File: src/rtl/sts_pkg.sv
package sts_pkg;

    localparam int KEYWORD_CHARS = 8;
    localparam int WORD_W        = 8 * KEYWORD_CHARS;
    // widest position and length over the supported line lengths
    localparam int POS_MAX_W     = 16;
    localparam int LEN_MAX_W     = 17;
    localparam int NUM_KEYWORDS  = 42;
    localparam int NUM_AGGR      = 5;
    localparam int CODE_W        = 6;

    typedef enum logic [3:0] {
        TK_START, TK_EOF, TK_STRING, TK_LPAREN, TK_RPAREN, TK_MATH, TK_COMPARE,
        TK_COMMA, TK_SEMI, TK_DOT, TK_NUMBER, TK_KEYWORD, TK_AGGREGATE, TK_NAME,
        TK_ERROR
    } token_kind_t;

    typedef enum logic [2:0] {
        SM_IDLE, SM_SQUOTE, SM_DQUOTE, SM_NUMBER, SM_WORD, SM_MUTED
    } scan_mode_t;

    typedef enum logic [1:0] {
        ERR_NONE, ERR_UNEXPECTED, ERR_UNTERMINATED
    } error_code_t;

    typedef struct packed {
        token_kind_t           kind;
        logic [7:0]            op;
        logic [POS_MAX_W-1:0]  start;
        logic [LEN_MAX_W-1:0]  len;
        error_code_t           err;
    } token_t;

    // what one input word produces: one or two tokens, the first may be a word
    typedef struct packed {
        token_t              tok0;
        token_t              tok1;
        logic                two;
        logic                is_word;
        logic [WORD_W-1:0]   wbuf;
        logic                special;
    } run_t;

    typedef struct packed {
        token_kind_t        kind;
        logic [CODE_W-1:0]  code;
    } word_match_t;

    localparam logic [WORD_W-1:0] KW_TABLE [NUM_KEYWORDS] = '{
        "SELECT", "UPDATE", "INSERT", "DELETE", "FROM", "SET", "INTO", "WHERE",
        "GROUP", "BY", "HAVING", "ORDER", "ASC", "DESC", "LIMIT", "OFFSET",
        "VALUES", "DEFAULT", "JOIN", "ON", "LEFT", "RIGHT", "INNER", "OUTER",
        "FULL", "CROSS", "CREATE", "RENAME", "DROP", "ALTER", "TABLE",
        "DATABASE", "UNIQUE", "NOT", "IS", "DISTINCT", "AND", "OR", "NULL",
        "FOREIGN", "PRIMARY", "KEY"
    };

    localparam logic [WORD_W-1:0] AGGR_TABLE [NUM_AGGR] = '{
        "AVG", "COUNT", "MAX", "MIN", "SUM"
    };

    // parallel match, tables hold distinct entries so at most one hits
    function automatic word_match_t match_word(input logic [WORD_W-1:0] w,
                                               input logic eligible);
        word_match_t        m;
        logic               kw_hit;
        logic               ag_hit;
        logic [CODE_W-1:0]  kw_code;
        logic [CODE_W-1:0]  ag_code;
        kw_hit  = 1'b0;
        ag_hit  = 1'b0;
        kw_code = '0;
        ag_code = '0;
        for (int i = 0; i < NUM_KEYWORDS; i++) begin
            if (KW_TABLE[i] == w) begin
                kw_hit  = 1'b1;
                kw_code = kw_code | CODE_W'(i);
            end
        end
        for (int i = 0; i < NUM_AGGR; i++) begin
            if (AGGR_TABLE[i] == w) begin
                ag_hit  = 1'b1;
                ag_code = ag_code | CODE_W'(i);
            end
        end
        m.kind = TK_NAME;
        m.code = '0;
        if (eligible && kw_hit) begin
            m.kind = TK_KEYWORD;
            m.code = kw_code;
        end else if (eligible && ag_hit) begin
            m.kind = TK_AGGREGATE;
            m.code = ag_code;
        end
        return m;
    endfunction

endpackage

File: src/rtl/sts_front.sv
module sts_front #(
    parameter int MAX_LINE = 4096,
    parameter int POS_W    = 12,
    parameter int LEN_W    = 13
) (
    input  logic          aclk,
    input  logic          aresetn,
    input  logic          in_valid,
    output logic          in_ready,
    input  logic          in_eol,
    input  logic [7:0]    in_char,
    input  logic          q_full,
    output logic          push,
    output sts_pkg::run_t push_data
);
    import sts_pkg::*;

    localparam logic [7:0] CH_STX    = 8'h02;
    localparam logic [7:0] CH_ETX    = 8'h03;
    localparam logic [7:0] CH_SPACE  = 8'h20;
    localparam logic [7:0] CH_BANG   = 8'h21;
    localparam logic [7:0] CH_DQUOTE = 8'h22;
    localparam logic [7:0] CH_DOLLAR = 8'h24;
    localparam logic [7:0] CH_PCT    = 8'h25;
    localparam logic [7:0] CH_AMP    = 8'h26;
    localparam logic [7:0] CH_SQUOTE = 8'h27;
    localparam logic [7:0] CH_LPAREN = 8'h28;
    localparam logic [7:0] CH_RPAREN = 8'h29;
    localparam logic [7:0] CH_STAR   = 8'h2A;
    localparam logic [7:0] CH_PLUS   = 8'h2B;
    localparam logic [7:0] CH_COMMA  = 8'h2C;
    localparam logic [7:0] CH_MINUS  = 8'h2D;
    localparam logic [7:0] CH_DOT    = 8'h2E;
    localparam logic [7:0] CH_SLASH  = 8'h2F;
    localparam logic [7:0] CH_COLON  = 8'h3A;
    localparam logic [7:0] CH_SEMI   = 8'h3B;
    localparam logic [7:0] CH_LT     = 8'h3C;
    localparam logic [7:0] CH_EQ     = 8'h3D;
    localparam logic [7:0] CH_GT     = 8'h3E;
    localparam logic [7:0] CH_PIPE   = 8'h7C;

    scan_mode_t         mode_reg, mode_next;
    logic [POS_W-1:0]   pos_reg, pos_next;
    logic [POS_W-1:0]   start_reg, start_next;
    logic [LEN_W-1:0]   len_reg, len_next;
    logic [WORD_W-1:0]  wbuf_reg, wbuf_next;
    logic               special_reg, special_next;

    logic               accept;
    logic               c_digit, c_letter, c_space, c_wspec;
    logic [7:0]         c_upper;
    logic [LEN_W-1:0]   len_inc;
    logic [WORD_W-1:0]  wa_wbuf;
    logic               closing_quote;

    // fresh scan of the current byte
    logic               f_emit;
    token_t             f_tok;
    scan_mode_t         f_mode;
    logic [POS_W-1:0]   f_start;
    logic [LEN_W-1:0]   f_len;
    logic [WORD_W-1:0]  f_wbuf;
    logic               f_special;

    function automatic token_t make_tok(input token_kind_t kind, input logic [7:0] op,
                                        input logic [POS_W-1:0] start,
                                        input logic [LEN_W-1:0] len,
                                        input error_code_t err);
        token_t t;
        t.kind  = kind;
        t.op    = op;
        t.start = POS_MAX_W'(start);
        t.len   = LEN_MAX_W'(len);
        t.err   = err;
        return t;
    endfunction

    assign in_ready = !q_full;
    assign accept   = in_valid && in_ready;

    assign c_digit  = (in_char >= 8'd48) && (in_char <= 8'd57);
    assign c_letter = ((in_char >= 8'd65) && (in_char <= 8'd90)) ||
                      ((in_char >= 8'd97) && (in_char <= 8'd122));
    assign c_space  = ((in_char >= 8'd9) && (in_char <= 8'd13)) || (in_char == CH_SPACE);
    assign c_wspec  = (in_char == CH_PCT) || (in_char == CH_DOLLAR) || (in_char == CH_COLON);
    assign c_upper  = ((in_char >= 8'd97) && (in_char <= 8'd122)) ? in_char - 8'd32 : in_char;
    assign len_inc  = (len_reg < LEN_W'(MAX_LINE)) ? len_reg + LEN_W'(1) : len_reg;
    assign wa_wbuf  = (len_reg < LEN_W'(KEYWORD_CHARS)) ?
                      {wbuf_reg[WORD_W-9:0], c_upper} : wbuf_reg;
    assign closing_quote = (mode_reg == SM_SQUOTE) ? (in_char == CH_SQUOTE)
                                                   : (in_char == CH_DQUOTE);

    always_comb begin
        f_emit    = 1'b0;
        f_tok     = make_tok(TK_ERROR, 8'd0, pos_reg, LEN_W'(1), ERR_NONE);
        f_mode    = SM_IDLE;
        f_start   = start_reg;
        f_len     = len_reg;
        f_wbuf    = wbuf_reg;
        f_special = special_reg;
        if (!c_space) begin
            unique case (in_char)
                CH_STX: begin
                    f_emit = 1'b1;
                    f_tok  = make_tok(TK_START, 8'd0, pos_reg, '0, ERR_NONE);
                end
                CH_ETX: begin
                    f_emit = 1'b1;
                    f_tok  = make_tok(TK_EOF, 8'd0, pos_reg, '0, ERR_NONE);
                end
                CH_SQUOTE, CH_DQUOTE: begin
                    f_mode  = (in_char == CH_SQUOTE) ? SM_SQUOTE : SM_DQUOTE;
                    f_start = pos_reg;
                    f_len   = '0;
                end
                CH_LPAREN: begin
                    f_emit   = 1'b1;
                    f_tok.kind = TK_LPAREN;
                end
                CH_RPAREN: begin
                    f_emit   = 1'b1;
                    f_tok.kind = TK_RPAREN;
                end
                CH_STAR, CH_PLUS, CH_MINUS: begin
                    f_emit     = 1'b1;
                    f_tok.kind = TK_MATH;
                    f_tok.op   = in_char;
                end
                CH_LT, CH_GT, CH_EQ, CH_SLASH, CH_BANG, CH_AMP, CH_PIPE: begin
                    f_emit     = 1'b1;
                    f_tok.kind = TK_COMPARE;
                    f_tok.op   = in_char;
                end
                CH_COMMA: begin
                    f_emit     = 1'b1;
                    f_tok.kind = TK_COMMA;
                end
                CH_SEMI: begin
                    f_emit     = 1'b1;
                    f_tok.kind = TK_SEMI;
                end
                CH_DOT: begin
                    f_emit     = 1'b1;
                    f_tok.kind = TK_DOT;
                end
                default: begin
                    if (c_digit) begin
                        f_mode  = SM_NUMBER;
                        f_start = pos_reg;
                        f_len   = LEN_W'(1);
                    end else if (c_letter) begin
                        f_mode    = SM_WORD;
                        f_start   = pos_reg;
                        f_len     = LEN_W'(1);
                        f_wbuf    = WORD_W'(c_upper);
                        f_special = 1'b0;
                    end else begin
                        f_emit    = 1'b1;
                        f_tok.err = ERR_UNEXPECTED;
                        f_mode    = SM_MUTED;
                    end
                end
            endcase
        end
    end

    // next state
    always_comb begin
        mode_next    = mode_reg;
        pos_next     = pos_reg;
        start_next   = start_reg;
        len_next     = len_reg;
        wbuf_next    = wbuf_reg;
        special_next = special_reg;
        if (accept) begin
            if (in_eol) begin
                mode_next    = SM_IDLE;
                pos_next     = '0;
                start_next   = '0;
                len_next     = '0;
                wbuf_next    = '0;
                special_next = 1'b0;
            end else begin
                unique case (mode_reg)
                    SM_SQUOTE, SM_DQUOTE: begin
                        if (closing_quote) begin
                            mode_next = SM_IDLE;
                        end else begin
                            len_next = len_inc;
                        end
                    end
                    SM_NUMBER: begin
                        if (c_digit) begin
                            len_next = len_inc;
                        end else begin
                            mode_next    = f_mode;
                            start_next   = f_start;
                            len_next     = f_len;
                            wbuf_next    = f_wbuf;
                            special_next = f_special;
                        end
                    end
                    SM_WORD: begin
                        if (c_letter || c_wspec) begin
                            len_next     = len_inc;
                            wbuf_next    = wa_wbuf;
                            special_next = special_reg | c_wspec;
                        end else begin
                            mode_next    = f_mode;
                            start_next   = f_start;
                            len_next     = f_len;
                            wbuf_next    = f_wbuf;
                            special_next = f_special;
                        end
                    end
                    SM_MUTED: begin
                    end
                    default: begin
                        mode_next    = f_mode;
                        start_next   = f_start;
                        len_next     = f_len;
                        wbuf_next    = f_wbuf;
                        special_next = f_special;
                    end
                endcase
                if (pos_reg < POS_W'(MAX_LINE - 1)) begin
                    pos_next = pos_reg + POS_W'(1);
                end
            end
        end
    end

    // tokens handed to the queue
    always_comb begin
        push              = 1'b0;
        push_data.tok0    = make_tok(TK_NAME, 8'd0, start_reg, len_reg, ERR_NONE);
        push_data.tok1    = f_tok;
        push_data.two     = 1'b0;
        push_data.is_word = 1'b0;
        push_data.wbuf    = wbuf_reg;
        push_data.special = special_reg;
        if (accept) begin
            if (in_eol) begin
                unique case (mode_reg)
                    SM_SQUOTE, SM_DQUOTE: begin
                        push = 1'b1;
                        push_data.tok0.kind = TK_ERROR;
                        push_data.tok0.err  = ERR_UNTERMINATED;
                    end
                    SM_NUMBER: begin
                        push = 1'b1;
                        push_data.tok0.kind = TK_NUMBER;
                    end
                    SM_WORD: begin
                        push = 1'b1;
                        push_data.is_word = 1'b1;
                    end
                    default: begin
                    end
                endcase
            end else begin
                unique case (mode_reg)
                    SM_SQUOTE, SM_DQUOTE: begin
                        if (closing_quote) begin
                            push = 1'b1;
                            push_data.tok0.kind = TK_STRING;
                        end
                    end
                    SM_NUMBER: begin
                        if (!c_digit) begin
                            push = 1'b1;
                            push_data.tok0.kind = TK_NUMBER;
                            push_data.two       = f_emit;
                        end
                    end
                    SM_WORD: begin
                        if (!(c_letter || c_wspec)) begin
                            push = 1'b1;
                            push_data.is_word = 1'b1;
                            push_data.two     = f_emit;
                        end
                    end
                    SM_MUTED: begin
                    end
                    default: begin
                        push           = f_emit;
                        push_data.tok0 = f_tok;
                    end
                endcase
            end
        end
    end

    always_ff @(posedge aclk) begin
        if (!aresetn) begin
            mode_reg    <= SM_IDLE;
            pos_reg     <= '0;
            start_reg   <= '0;
            len_reg     <= '0;
            wbuf_reg    <= '0;
            special_reg <= 1'b0;
        end else begin
            mode_reg    <= mode_next;
            pos_reg     <= pos_next;
            start_reg   <= start_next;
            len_reg     <= len_next;
            wbuf_reg    <= wbuf_next;
            special_reg <= special_next;
        end
    end

    a_muted_silent: assert property (@(posedge aclk) disable iff (!aresetn)
        (accept && !in_eol && mode_reg == SM_MUTED) |-> !push)
        else $error("token produced on a muted line");

    a_push_needs_word: assert property (@(posedge aclk) disable iff (!aresetn)
        push |-> (accept && !q_full))
        else $error("queue push without an accepted word");

endmodule

File: src/rtl/sts_queue.sv
module sts_queue #(
    parameter int DEPTH = 4
) (
    input  logic          aclk,
    input  logic          aresetn,
    input  logic          push,
    input  sts_pkg::run_t push_data,
    output logic          full,
    input  logic          pop,
    output sts_pkg::run_t head,
    output logic          empty
);
    import sts_pkg::*;

    localparam int PTR_W = (DEPTH > 1) ? $clog2(DEPTH) : 1;
    localparam int CNT_W = $clog2(DEPTH + 1);

    run_t              mem_reg [DEPTH];
    logic [PTR_W-1:0]  rd_ptr_reg, rd_ptr_next;
    logic [PTR_W-1:0]  wr_ptr_reg, wr_ptr_next;
    logic [CNT_W-1:0]  count_reg, count_next;

    assign full  = (count_reg == CNT_W'(DEPTH));
    assign empty = (count_reg == '0);
    assign head  = mem_reg[rd_ptr_reg];

    always_comb begin
        rd_ptr_next = rd_ptr_reg;
        wr_ptr_next = wr_ptr_reg;
        count_next  = count_reg;
        if (push) begin
            wr_ptr_next = (wr_ptr_reg == PTR_W'(DEPTH - 1)) ? '0 : wr_ptr_reg + PTR_W'(1);
        end
        if (pop) begin
            rd_ptr_next = (rd_ptr_reg == PTR_W'(DEPTH - 1)) ? '0 : rd_ptr_reg + PTR_W'(1);
        end
        if (push && !pop) begin
            count_next = count_reg + CNT_W'(1);
        end else if (pop && !push) begin
            count_next = count_reg - CNT_W'(1);
        end
    end

    always_ff @(posedge aclk) begin
        if (!aresetn) begin
            rd_ptr_reg <= '0;
            wr_ptr_reg <= '0;
            count_reg  <= '0;
        end else begin
            rd_ptr_reg <= rd_ptr_next;
            wr_ptr_reg <= wr_ptr_next;
            count_reg  <= count_next;
        end
    end

    always_ff @(posedge aclk) begin
        if (push) begin
            mem_reg[wr_ptr_reg] <= push_data;
        end
    end

    a_no_overflow: assert property (@(posedge aclk) disable iff (!aresetn)
        push |-> !full)
        else $error("run queue overflow");

    a_no_underflow: assert property (@(posedge aclk) disable iff (!aresetn)
        pop |-> !empty)
        else $error("run queue underflow");

endmodule

File: src/rtl/sts_back.sv
module sts_back #(
    parameter int POS_W = 12,
    parameter int LEN_W = 13
) (
    input  logic                          aclk,
    input  logic                          aresetn,
    input  sts_pkg::run_t                 head,
    input  logic                          empty,
    output logic                          pop,
    output logic                          out_valid,
    input  logic                          out_ready,
    output sts_pkg::token_kind_t          out_kind,
    output logic [sts_pkg::CODE_W-1:0]    out_code,
    output logic [7:0]                    out_op,
    output logic [POS_W-1:0]              out_start,
    output logic [LEN_W-1:0]              out_len,
    output sts_pkg::error_code_t          out_err,
    output logic                          out_last
);
    import sts_pkg::*;

    logic               valid_reg, valid_next;
    token_kind_t        kind_reg, kind_next;
    logic [CODE_W-1:0]  code_reg, code_next;
    logic [7:0]         op_reg, op_next;
    logic [POS_W-1:0]   start_reg, start_next;
    logic [LEN_W-1:0]   len_reg, len_next;
    error_code_t        err_reg, err_next;
    logic               last_reg, last_next;
    logic               pend_valid_reg, pend_valid_next;
    token_t             pend_tok_reg, pend_tok_next;

    logic               load;
    word_match_t        match;

    assign load  = !valid_reg || out_ready;
    assign pop   = load && !pend_valid_reg && !empty;
    assign match = match_word(head.wbuf,
                              !head.special && (head.tok0.len <= LEN_MAX_W'(KEYWORD_CHARS)));

    always_comb begin
        valid_next      = valid_reg;
        kind_next       = kind_reg;
        code_next       = code_reg;
        op_next         = op_reg;
        start_next      = start_reg;
        len_next        = len_reg;
        err_next        = err_reg;
        last_next       = last_reg;
        pend_valid_next = pend_valid_reg;
        pend_tok_next   = pend_tok_reg;
        if (load) begin
            if (pend_valid_reg) begin
                // second token of the run
                valid_next      = 1'b1;
                kind_next       = pend_tok_reg.kind;
                code_next       = '0;
                op_next         = pend_tok_reg.op;
                start_next      = POS_W'(pend_tok_reg.start);
                len_next        = LEN_W'(pend_tok_reg.len);
                err_next        = pend_tok_reg.err;
                last_next       = 1'b1;
                pend_valid_next = 1'b0;
            end else if (!empty) begin
                valid_next      = 1'b1;
                kind_next       = head.is_word ? match.kind : head.tok0.kind;
                code_next       = head.is_word ? match.code : '0;
                op_next         = head.tok0.op;
                start_next      = POS_W'(head.tok0.start);
                len_next        = LEN_W'(head.tok0.len);
                err_next        = head.tok0.err;
                last_next       = !head.two;
                pend_valid_next = head.two;
                pend_tok_next   = head.tok1;
            end else begin
                valid_next = 1'b0;
            end
        end
    end

    always_ff @(posedge aclk) begin
        if (!aresetn) begin
            valid_reg      <= 1'b0;
            pend_valid_reg <= 1'b0;
        end else begin
            valid_reg      <= valid_next;
            pend_valid_reg <= pend_valid_next;
        end
    end

    always_ff @(posedge aclk) begin
        kind_reg     <= kind_next;
        code_reg     <= code_next;
        op_reg       <= op_next;
        start_reg    <= start_next;
        len_reg      <= len_next;
        err_reg      <= err_next;
        last_reg     <= last_next;
        pend_tok_reg <= pend_tok_next;
    end

    assign out_valid = valid_reg;
    assign out_kind  = kind_reg;
    assign out_code  = code_reg;
    assign out_op    = op_reg;
    assign out_start = start_reg;
    assign out_len   = len_reg;
    assign out_err   = err_reg;
    assign out_last  = last_reg;

    a_pend_behind_first: assert property (@(posedge aclk) disable iff (!aresetn)
        pend_valid_reg |-> (valid_reg && !last_reg))
        else $error("second token pending without the first on the output");

    a_first_has_second: assert property (@(posedge aclk) disable iff (!aresetn)
        (valid_reg && !last_reg) |-> pend_valid_reg)
        else $error("token shown as not last but nothing follows");

endmodule

File: src/rtl/sql_token_scanner.sv
// SQL token scanner: takes one byte of a line per input word (s_tuser high marks end of
// line) and emits one token per output word, with kind on m_tuser and word code,
// operator byte, start position, length and error code on m_tdata; m_tlast flags the
// last token caused by one input word. A byte is accepted every cycle while the
// four-entry run queue between scanner and emitter has room; a token is registered in
// the run queue and then in the emitter's output register before it is offered, and
// the emitter sends one token per cycle while m_tready is high, so a byte that both
// ends a number or word and is a token by itself yields two output tokens. Sustained
// input rate is one byte per cycle as long as tokens are taken as fast as they are
// made; keywords and aggregate names are resolved by a parallel match in the emitter.
// Positions saturate at MAX_LINE-1 and lengths at MAX_LINE.
module sql_token_scanner #(
    parameter int   MAX_LINE = 4096,
    localparam int  POS_W    = $clog2(MAX_LINE),
    localparam int  LEN_W    = $clog2(MAX_LINE + 1),
    localparam int  DATA_W   = sts_pkg::CODE_W + 8 + POS_W + LEN_W + 2,
    localparam int  TDATA_W  = ((DATA_W + 7) / 8) * 8
) (
    input  logic                aclk,
    input  logic                aresetn,
    input  logic                s_tvalid,
    output logic                s_tready,
    input  logic [7:0]          s_tdata,   // char_code
    input  logic                s_tuser,   // mode
    output logic                m_tvalid,
    input  logic                m_tready,
    output logic [TDATA_W-1:0]  m_tdata,   // word_code, operator_char, start_pos,
                                           // token_len, error_code, zero fill
    output logic [3:0]          m_tuser,   // token_kind
    output logic                m_tlast
);
    import sts_pkg::*;

    localparam int QUEUE_DEPTH = 4;

    logic               q_full, q_empty, q_push, q_pop;
    run_t               q_in, q_head;
    token_kind_t        out_kind;
    logic [CODE_W-1:0]  out_code;
    logic [7:0]         out_op;
    logic [POS_W-1:0]   out_start;
    logic [LEN_W-1:0]   out_len;
    error_code_t        out_err;

    sts_front #(
        .MAX_LINE (MAX_LINE),
        .POS_W    (POS_W),
        .LEN_W    (LEN_W)
    ) u_front (
        .aclk      (aclk),
        .aresetn   (aresetn),
        .in_valid  (s_tvalid),
        .in_ready  (s_tready),
        .in_eol    (s_tuser),
        .in_char   (s_tdata),
        .q_full    (q_full),
        .push      (q_push),
        .push_data (q_in)
    );

    sts_queue #(
        .DEPTH (QUEUE_DEPTH)
    ) u_queue (
        .aclk      (aclk),
        .aresetn   (aresetn),
        .push      (q_push),
        .push_data (q_in),
        .full      (q_full),
        .pop       (q_pop),
        .head      (q_head),
        .empty     (q_empty)
    );

    sts_back #(
        .POS_W (POS_W),
        .LEN_W (LEN_W)
    ) u_back (
        .aclk      (aclk),
        .aresetn   (aresetn),
        .head      (q_head),
        .empty     (q_empty),
        .pop       (q_pop),
        .out_valid (m_tvalid),
        .out_ready (m_tready),
        .out_kind  (out_kind),
        .out_code  (out_code),
        .out_op    (out_op),
        .out_start (out_start),
        .out_len   (out_len),
        .out_err   (out_err),
        .out_last  (m_tlast)
    );

    assign m_tuser = out_kind;
    assign m_tdata = TDATA_W'({out_err, out_len, out_start, out_op, out_code});

endmodule

File: config.mk
export PLATFORM = sky130hd
export DESIGN_NAME = sql_token_scanner
export DESIGN_NICKNAME = d
export VERILOG_FILES = /design/src/rtl/sts_pkg.sv /design/src/rtl/sts_front.sv /design/src/rtl/sts_queue.sv /design/src/rtl/sts_back.sv /design/src/rtl/sql_token_scanner.sv
export SDC_FILE = /design/constraint.sdc
export NUM_CORES = 1
export LEC_CHECK = 0
export BUFFER_PORTS_ARGS = -buffer_cell sky130_fd_sc_hd__buf_2
export CORE_MARGIN = 8
export CORE_UTILIZATION = 30
export CTS_BUF_LIST = sky130_fd_sc_hd__clkbuf_4 sky130_fd_sc_hd__clkbuf_8
export DETAILED_ROUTE_END_ITERATION = 12
export GPL_ROUTABILITY_DRIVEN = 0
export PLACE_DENSITY_LB_ADDON = 0.2
export SLEW_MARGIN = 0
export SYNTH_ARGS = -nofsm -noshare
export SYNTH_HDL_FRONTEND = slang
export SYNTH_SLANG_ARGS = --single-unit
File: constraint.sdc
create_clock -name aclk -period 14.01 [get_ports aclk]
set_clock_uncertainty 0.2 [all_clocks]
set_input_delay 2.802 -clock aclk [delete_from_list [all_inputs] [get_ports aclk]]
set_output_delay 2.802 -clock aclk [all_outputs]
set_load 0.005 [all_outputs]
== Yosys cells after proc, flatten, opt, wreduce, memory -nomap -nowiden ==
Memory sizes are Yosys's and may differ from the RTL's. A register that Yosys moved wholly into a read port is not among the register bits.
Cells that the tools add are included.
Cells by class
  $add $sub $neg: 7
  order comparisons: 12
  eq/ne operators: 89
  mux-type cells: 385
  bitwise logic cells: 1
  reduce and logical (&&, ||, !) cells: 48
Operator list (count)
  64-bit 2-to-1 mux: 23
  39-bit by 64-bit == test with 1-bit output (first input constant): 11
  47-bit by 64-bit == test with 1-bit output (first input constant): 10
  23-bit by 64-bit == test with 1-bit output (first input constant): 9
  31-bit by 64-bit == test with 1-bit output (first input constant): 8
  13-bit 2-to-1 mux: 31
  12-bit 2-to-1 mux: 31
  47-bit 2-to-1 mux: 7
  15-bit by 64-bit == test with 1-bit output (first input constant): 4
  55-bit by 64-bit == test with 1-bit output (first input constant): 3
  64-bit one-hot mux with 3 select lines: 1
  8-bit by 6-bit == test with 1-bit output (second input constant): 20
  1-bit 2-to-1 mux: 137
  43-bit 2-to-1 mux: 3
  63-bit by 64-bit == test with 1-bit output (first input constant): 2
  4-bit 2-to-1 mux: 28
  3-bit 2-to-1 mux: 33
  6-bit 2-to-1 mux: 16
  41-bit 2-to-1 mux: 2
  5-bit 2-to-1 mux: 16
  2-bit 2-to-1 mux: 32
  8-bit 2-to-1 mux: 8
  13-bit one-hot mux with 4 select lines: 1
  12-bit one-hot mux with 3 select lines: 1
  other kinds (56): 105
Storage, ports and cells
  flip-flop bits (word level): 199
  RAM bits: 644
  input bits: 13
  output and inout port bits: 55
  word-level logic and storage cells: 566
  memories kept: 1
Memories
  u_queue.mem_reg: words 4, bits a word 161, rd ports 1, clocked after Yosys merged registers in 1, write ports 1, RTL line sts_queue.sv:18  | run_t mem_reg [DEPTH];

== Depth between registers and ports, before layout ==
Gate-level depths: netlist (run 1).
  depth in word-level cells: 52
  mapped depth: 17
  depth with buffers taken out: 16

== By module ==
Synthesis (run 1) repeated with hierarchy kept, for this count alone.
Second synthesis, totals
  cell total of the unflattened synthesis: 2204
  area, all modules: 35358.9 um2
By module, submodules not included
  sts_queue: times used 1, cells each 885, area an instance 23661.4 um2, sequential area each 19518.7 um2
  sts_front: times used 1, cells each 805, area an instance 6219.7 um2, sequential area each 2102.0 um2
  sts_back: times used 1, cells each 506, area an instance 5421.4 um2, sequential area each 2592.5 um2
  sql_token_scanner: times used 1, cells each 8, area an instance 56.3 um2, sequential area each 0.0 um2

== Least setup slack after synthesis (run 1) ==
No wires, ideal clock.
  path kind: input to register
  start: in s_tdata[5]
  end: mem u_queue.mem_reg[0][0] in the netlist's numbering, enable pin
  setup time: 0.507 ns
  data arrival time: 7.787 ns
  data required time: 13.303 ns
  path slack: 5.516 ns
  cell stages on the path: 12
  buffers on the path: 1
  cells stage by stage: clkbuf_1 > inv_1 > ha_1 > o21bai_1 > a21oi_1 > o221a_2 > nor3b_1 > nand2_1 > a211oi_1 > a32oi_1 > inv_1 > and2_1
Between the ends
  word-level cells in the longest chain between the ends: 21
  elaborated cells on any way between the ends: 73
  classes of those cells: 8 x order compare; 23 x eq/ne; 31 x mux; 11 x reduce/logical
RTL lines
  start, declared: RTL line sql_token_scanner.sv:23  | input logic [7:0] s_tdata,
  8-bit by 7-bit greater-or-equal comparator with 1-bit output, or another cell as far along: RTL line sts_front.sv:82  | assign c_letter = ((in_char >= 8'd65) && (in_char <= 8'd90)) ||
  1-bit logical AND, on equally long branches: RTL line sts_front.sv:82, sts_front.sv:83
  1-bit logical OR: RTL line sts_front.sv:82
  1-bit 2-to-1 mux: RTL line sts_front.sv:151  | end else if (c_letter) begin
  1-bit 2-to-1 mux: RTL line sts_front.sv:147  | if (c_digit) begin
  1-bit 2-to-1 mux: RTL line sts_front.sv:102  | unique case (in_char)
  1-bit 2-to-1 mux: RTL line sts_front.sv:101  | if (!c_space) begin
  1-bit 2-to-1 mux: RTL line sts_front.sv:147
  (+5 left out)
  1-bit one-hot mux with 4 select lines *: RTL line sts_front.sv:262  | unique case (mode_reg)
  1-bit 2-to-1 mux *: RTL line sts_front.sv:243  | if (in_eol) begin
  1-bit 2-to-1 mux *: RTL line sts_front.sv:242  | if (accept) begin
  1-bit 2-to-1 mux *: RTL line sts_front.sv:243
  1-bit 2-to-1 mux * (2 in a row): RTL line sts_front.sv:242
  named net q_push: RTL line sql_token_scanner.sv:36  | logic q_full, q_empty, q_push, q_pop;
  1-bit 2-to-1 mux *: RTL line sts_queue.sv:57  | if (push) begin
  1-bit 2-to-1 mux (not written as such) *: RTL line sts_queue.sv:58  | mem_reg[wr_ptr_reg] <= push_data;
  end, declared: RTL line sts_queue.sv:18
Mark *: on every way through the listed nets, which the timed path passes. The rest lies on a longest branch. The select of a mux whose other input is x is not followed.

== Worst setup path in the final report (run 1) ==
  start: in s_tdata[5]
  end: mem u_queue.mem_reg[2][38] in the netlist's numbering, enable pin
The elaborated chain is that of the path after synthesis.

==> results of run 1 <==
where the power goes:
part | total, W | internal [W] | switching [W]
Combinational | 0.00150 | 0.000538 | 0.000962
Clock | 0.00189 | 0.00106 | 0.000831
Sequential | 0.00270 | 0.00258 | 0.000124
Total | 0.00609 | 0.00417 | 0.00192
layer usage:
layer  part of all wire  wire (um)  up-vias  global-route usage
met5                  0          0        -                   0
met4              0.044       3790        0              0.0606
met3              0.065       5580      254              0.0323
met2               0.48      41100      848               0.249
met1               0.41      35300     9752               0.185
li1                   -          -     8636                   -
worst max-delay path: cells and delay by family:
family | cells | cell delay (ps)
buffers and inverters | 5 | 1940
AND/OR/NAND/NOR | 3 | 1250
AO/OA/AOI/OAI | 5 | 960
adder cells (fa/ha/maj) | 1 | 230
logic make-up (layout without fill, tap and decap cells):
kind of cell / count (synthesis) / in the layout / synth area share
AOI/OAI and AO/OA: 250 / 250 / 0.0565
xor gates and xnor gates: 14 / 14 / 0.00399
adders and majority gates: 12 / 12 / 0.00513
buffers and inverters: 139 / 335 / 0.0210
DFF: 716 / 716 / 0.662
muxes: 147 / 147 / 0.0985
other: 1 / 15 / 0.000122
and+or+nand+nor: 863 / 863 / 0.152
worst max-delay path by stage:
stage / slack (ps) / endpoint / cells past startpoint / startpoint
after floorplan: 5520 / u_queue.mem_reg[0][0]$_DFFE_PP_ / 12 / s_tdata[5]
after global routing: 6570 / u_queue.mem_reg[2][38]$_DFFE_PP_ / 14 / s_tdata[5]
final: 6880 / u_queue.mem_reg[2][38]$_DFFE_PP_ / 14 / s_tdata[5]
after global placement: 6160 / u_queue.mem_reg[2][18]$_DFFE_PP_ / 14 / s_tdata[5]
after detailed placement: 6120 / u_queue.mem_reg[2][58]$_DFFE_PP_ / 14 / s_tdata[5]
after CTS: 6890 / u_queue.mem_reg[2][38]$_DFFE_PP_ / 14 / s_tdata[5]
Yosys cell counts (7+ instances only):
cell type    n
edfxtp_1   600
nor2_1     208
nand2_1    140
mux4_2     119
dfxtp_1    116
clkbuf_1    69
a22oi_1     68
nand3_1     66
nor3_1      59
nand4_1     56
a21oi_1     54
nor4_1      49
nor2b_1     44
and2_1      38
nand2b_1    38
o21ai_0     34
inv_1       29
and4_1      21
and3_1      20
or2_2       20
or3_1       19
or4_1       17
buf_2       16
mux2_2      13
a211oi_1    12
buf_4       12
mux2i_1     12
ha_1        11
xor2_1       9
a31oi_1      8
nor4b_1      8
o22ai_1      8
or3b_2       8
and4b_1      7
nand4b_1     7
nor3b_1      7
final cells by class:
| class | count | share of cell area |
|---|---|---|
| Inverter | 31 | 0.00336 |
| Sequential cell | 716 | 0.582 |
| Clock inverter | 40 | 0.00901 |
| Timing Repair Buffer | 85 | 0.0143 |
| Clock buffer | 179 | 0.0618 |
| Multi-Input combinational cell | 1301 | 0.281 |
| Tap cell | 1368 | 0.0489 |
metrics by stage:
step                power, W  cell area, um2  setup WS, ps  cells  utilization
floorplan            0.00371           30800          5520   2156            -
global placement     0.00426           32500          6160   3501        0.320
detailed placement   0.00426           32500          6120   3501        0.320
CTS                  0.00618           35000          6890   3720        0.344
global route         0.00638           35000          6570   3720        0.344
finish               0.00609           35000          6880   3720        0.344
==> impl_metrics.py, run 1 <==
metrics = {
    "yosys": {
        "synth_top_area_share": 0.587,
        "yosys_register_bits": 716,
        "ys.flop_type": "edfxtp_1",
        "synth-edff-count": 600,
        "async_flop_share": 0,
        "yosysWarningCount": 0,
        "synth_cells": 2142,
        "seq_area_frac_synth": 0.662,
        "syn_area_um2": 30700,
        "avgSynthCellArea_um2": 14.3,
        "synth_top_area_cell": "edfxtp_1",
        "synth_cell_types": 94,
        "synth.area.top_cells": "edfxtp_1 (59%), mux4_2 (8.7%), dfxtp_1 (7.6%)",
    },
    "power_and_ir_drop": {
        "power_density_nw_per_um2": 174,
        "vdd_drop_max_mv": 0.101,
        "leakage_nw": 11.1,
    },
    "routing": {
        "wl_per_cell_um": 23.1,
        "vias": 19500,
        "drt_pre_antenna_iters": 11,
        "drtIter0Drc": 1826,
        "drtAntennaViolNets": 0,
        "viasPerCell": 5.24,
        "wl_um": 85800,
        "drcViolationCount": 0,
    },
    "flow_run": {
        "max_cap_viol_count": 0,
    },
    "layout": {
        "area_growth_pct": 13.9,
        "final_cell_mix": "edfxtp_1 (600), nor2_1 (207), nand2_1 (140)",
        "multi_input_area_um2": 9820,
        "nNetsFinal": 2275,
        "regArea_um2": 20300,
        "layout_commonest_cell": "edfxtp_1",
        "largest_reg_flops": 528,
        "n_antenna_cell": 0,
        "layout-drive-gt1-share": 0.205,
        "nFillCells": 9956,
    },
    "grt": {
        "antenna_found_initial": 1,
        "grtUsageTotal": 0.148,
        "overflow": 0,
        "grt_pass1_vias": 19900,
        "grt_max_degree": 74,
        "grt_pass1_wl_um": 128000,
    },
    "setup_path": {
        "r2r_cells": 9,
        "crit_slowest_cell": "buf_4",
        "startpoint_type": "input pin",
        "reg2reg_to": "u_back.out_code[1]$_SDFFCE_PP0P_",
        "path_cells": "buf_2 > inv_1 > ha_1 > o21bai_1 > a21oi_1 > o221a_2 > nor3b_1 > nand2_1 > a211oi_1 > a32oi_1 > inv_1 > and2_4 > buf_4 > buf_4",
        "worst_ep_required_time_ps": 14140,
        "critical_path_class": "in -> reg",
        "end_kind": "flip-flop",
        "crit_fanout": 50,
        "arrival_ps": 7260,
        "reg2reg_slack_ps": 7670,
        "critPathMaxStageDelay_ps": 770,
    },
    "floorplanning": {
        "rows": 117,
        "fp.dieH_um": 336,
        "die-area_um2": 113000,
        "io-pin-count": 68,
        "start_util": 0.302,
        "core_area_um2": 102000,
        "die_w_um": 336,
    },
    "clock_tree": {
        "cts_hold_buf": 0,
        "cts_made_buffers": 115,
        "cts_resized": 0,
        "h-tree-depth": 3,
        "root_buffer": "clkbuf_8",
        "clk_latency_ps": 730,
        "path_clk_slew_ps": 50,
        "clock-sinks": 716,
        "post_cts_buffers": 0,
        "clk_path_buf_depth": 3,
        "cts_tree": "built",
    },
    "hold_path": {
        "whs_endpoint": "u_front.start_reg[3]$_SDFFE_PN0P_",
        "min_from": "u_front.start_reg[3]$_SDFFE_PN0P_",
        "hold_class": "reg -> reg",
        "whs_path_depth": 2,
    },
    "run_status": {
        "status": "finished clean",
    },
    "placement": {
        "dpl.hpwl_um": 54600,
        "io_buffers": 60,
    },
    "timing": {
        "max_freq_mhz": 140,
        "fin_crit_sh": 0.509,
        "setup_viol": 0,
        "rsz0062_at_grt": "no",
        "worst_slew_pin_slew_ps": 1220,
        "maxSlewViolCount": 0,
        "setup_tns_ps": 0,
        "hold_ws_ps": 265,
        "fin_crit_ps": 7130,
        "relSlewSlack": 0.181,
        "hold_viol": 0,
    },
}
Note: power is estimated with default switching activity, not from simulation.
==> run 2, diff against run 1 <==
- clock period: 14.01 -> 6.3 ns (I/O delays scaled with it)
==> run 2 against run 1 <==
  * Sequential cell count did not move
  * Count of clock-buffer cells in the layout rose by 4
  * Sequential power rose by 120%
  * Via count rose by 0.71%
  * Combinational power rose by 130%
  * Clock power rose by 120%
  * Core utilization rose by 0.22 points
  * Power rose by 120%
  * Critical path type is now reg -> reg
==> impl_metrics.py, run 2 (synthesis gave the netlist of run 1 again) <==
metrics = {
    "run_status": {
        "status": "finished clean",
    },
    "grt": {
        "busiest_layer": "met2",
        "grt_pass1_wl_um": 128000,
        "overflow": 0,
        "antenna_found_initial": 2,
        "grtUsageTotal": 0.148,
        "grtUsageMet2": 0.246,
        "grt_pass1_vias": 19900,
        "grtUsageMet1": 0.185,
        "grt_max_degree": 80,
        "grtUsageMet3": 0.0386,
    },
    "setup_path": {
        "critical_path_class": "reg -> reg",
        "path_buf_inv": 2,
        "critPathTopFamily": "simple AND/OR/NAND/NOR gates",
        "startpoint_type": "flip-flop",
        "critPathMaxStageDelay_ps": 970,
        "crit_slowest_cell": "nor3_1",
        "path_cells": "buf_4 > buf_4 > mux4_2 > nor2b_1 > nand3_1 > nor3_1 > nand4_1 > o22ai_1 > a21oi_1 > and2_1 > a41oi_1",
        "worst_ep_required_time_ps": 6640,
        "cp_common_cell": "buf_4",
        "end_kind": "flip-flop",
        "crit_fanout": 35,
        "arrival_ps": 5500,
    },
    "placement": {
        "io_buffers": 60,
        "dpl.hpwl_um": 54300,
    },
    "layout": {
        "nFillCells": 9956,
        "nNetsFinal": 2293,
        "utilization": 0.347,
        "largest_reg_flops": 528,
        "layout_commonest_cell": "edfxtp_1",
        "layout-drive-gt1-share": 0.209,
        "area_growth_pct": 14.7,
        "final_cell_mix": "edfxtp_1 (600), nor2_1 (207), nand2_1 (140)",
    },
    "timing": {
        "worst_slew_pin_slew_ps": 1320,
        "max_freq_mhz": 194,
        "relSlewSlack": 0.110,
        "rsz0062_at_grt": "no",
        "hold_viol": 0,
        "fin_crit_sh": 0.819,
        "setup_viol": 0,
        "maxSlewViolCount": 0,
        "setup_tns_ps": 0,
        "fin_crit_ps": 5160,
    },
    "power_and_ir_drop": {
        "vdd_drop_max_mv": 0.171,
        "leakage_nw": 11.1,
        "power_density_nw_per_um2": 388,
    },
    "routing": {
        "wl_per_cell_um": 23.0,
        "drcViolationCount": 0,
        "drtAntennaViolNets": 0,
        "wl_um": 86100,
        "drt_pre_antenna_iters": 9,
        "viasPerCell": 5.25,
        "vias": 19600,
        "drtIter0Drc": 1804,
    },
    "clock_tree": {
        "clock-sinks": 716,
        "clk_path_buf_depth": 3,
        "cts_resized": 0,
        "post_cts_buffers": 0,
        "cts_tree": "built",
        "h-tree-depth": 3,
        "cts_hold_buf": 0,
        "cts_made_buffers": 120,
        "root_buffer": "clkbuf_8",
        "clk_latency_ps": 740,
        "path_clk_slew_ps": 60,
    },
    "floorplanning": {
        "die-area_um2": 113000,
        "core_area_um2": 102000,
        "die_w_um": 336,
        "start_util": 0.302,
        "io-pin-count": 68,
        "fp.dieH_um": 336,
        "rows": 117,
    },
    "hold_path": {
        "hold_class": "reg -> reg",
    },
    "flow_run": {
        "max_cap_viol_count": 0,
    },
}
[run 2: cell count changes in the layout (fill, tap and decap cells not counted), sizes merged, moves of 2 or more]
cell,delta
buf,+13
clkbuf,+4
clkinv,+2
clkinvlp,+3
inv,-2
[run 2: power breakdown]
| part | leakage (nW) | switching, W | internal (W) |
|---|---|---|---|
| Combinational | 3.37 | 0.00219 | 0.00122 |
| Clock | 1.34 | 0.00186 | 0.00238 |
| Sequential | 6.41 | 0.000271 | 0.00573 |
| Total | 11.1 | 0.00432 | 0.00933 |
[run 2: through the flow]
| stage | power [W] | setup slack [ps] | std cells | instance area, um2 | hold WS [ps] |
|---|---|---|---|---|---|
| after floorplan | 0.00824 | 820 | 2156 | 30800 | 244 |
| after global placement | 0.00955 | 1150 | 3514 | 32700 | 252 |
| after detailed placement | 0.00954 | 1170 | 3514 | 32700 | 258 |
| after CTS | 0.0139 | 1210 | 3739 | 35200 | 269 |
| after global routing | 0.0143 | 880 | 3740 | 35200 | 292 |
| final | 0.0137 | 1140 | 3740 | 35200 | 268 |
[run 2: path summary, 6_finish.rpt]
kind                                           from                                end  slack [ps]  depth (start not counted)
hold / removal    u_front.start_reg[0]$_SDFFE_PN0P_  u_front.start_reg[0]$_SDFFE_PN0P_         270                          2
setup / recovery                          flip-flop   u_back.out_code[1]$_SDFFCE_PP0P_        1140                         11
hold reg to reg   u_front.start_reg[0]$_SDFFE_PN0P_  u_front.start_reg[0]$_SDFFE_PN0P_         270                          2
setup reg to reg                          flip-flop   u_back.out_code[1]$_SDFFCE_PP0P_        1140                         11
[run 2: cell type report]
type                            instances  area (um2)  share of cell area
Clock buffer                          183        2240              0.0635
Sequential cell                       716       20300               0.578
Tap cell                             1368        1710              0.0486
Timing Repair Buffer                   98         686              0.0195
Clock inverter                         42         287             0.00814
Antenna cell                            1        2.50           0.0000711
Multi-Input combinational cell       1301        9810               0.279
Inverter                               31         118             0.00334
[run 2: per-layer routing]
metal  vias up  share of wire
li1       8686              -
met1      9804           0.41
met2       864           0.47
met3       272          0.073
met4         2          0.041
met5         -        0.00056
[run 2: worst reg2reg max path, stage by stage (launching register included)]
cell and delay [ps]:
dfxtp_4 780, buf_4 330, buf_4 240, mux4_2 690, nor2b_1 430, nand3_1 150, nor3_1 970, nand4_1 250
o22ai_1 470, a21oi_1 130, and2_1 170, a41oi_1 150
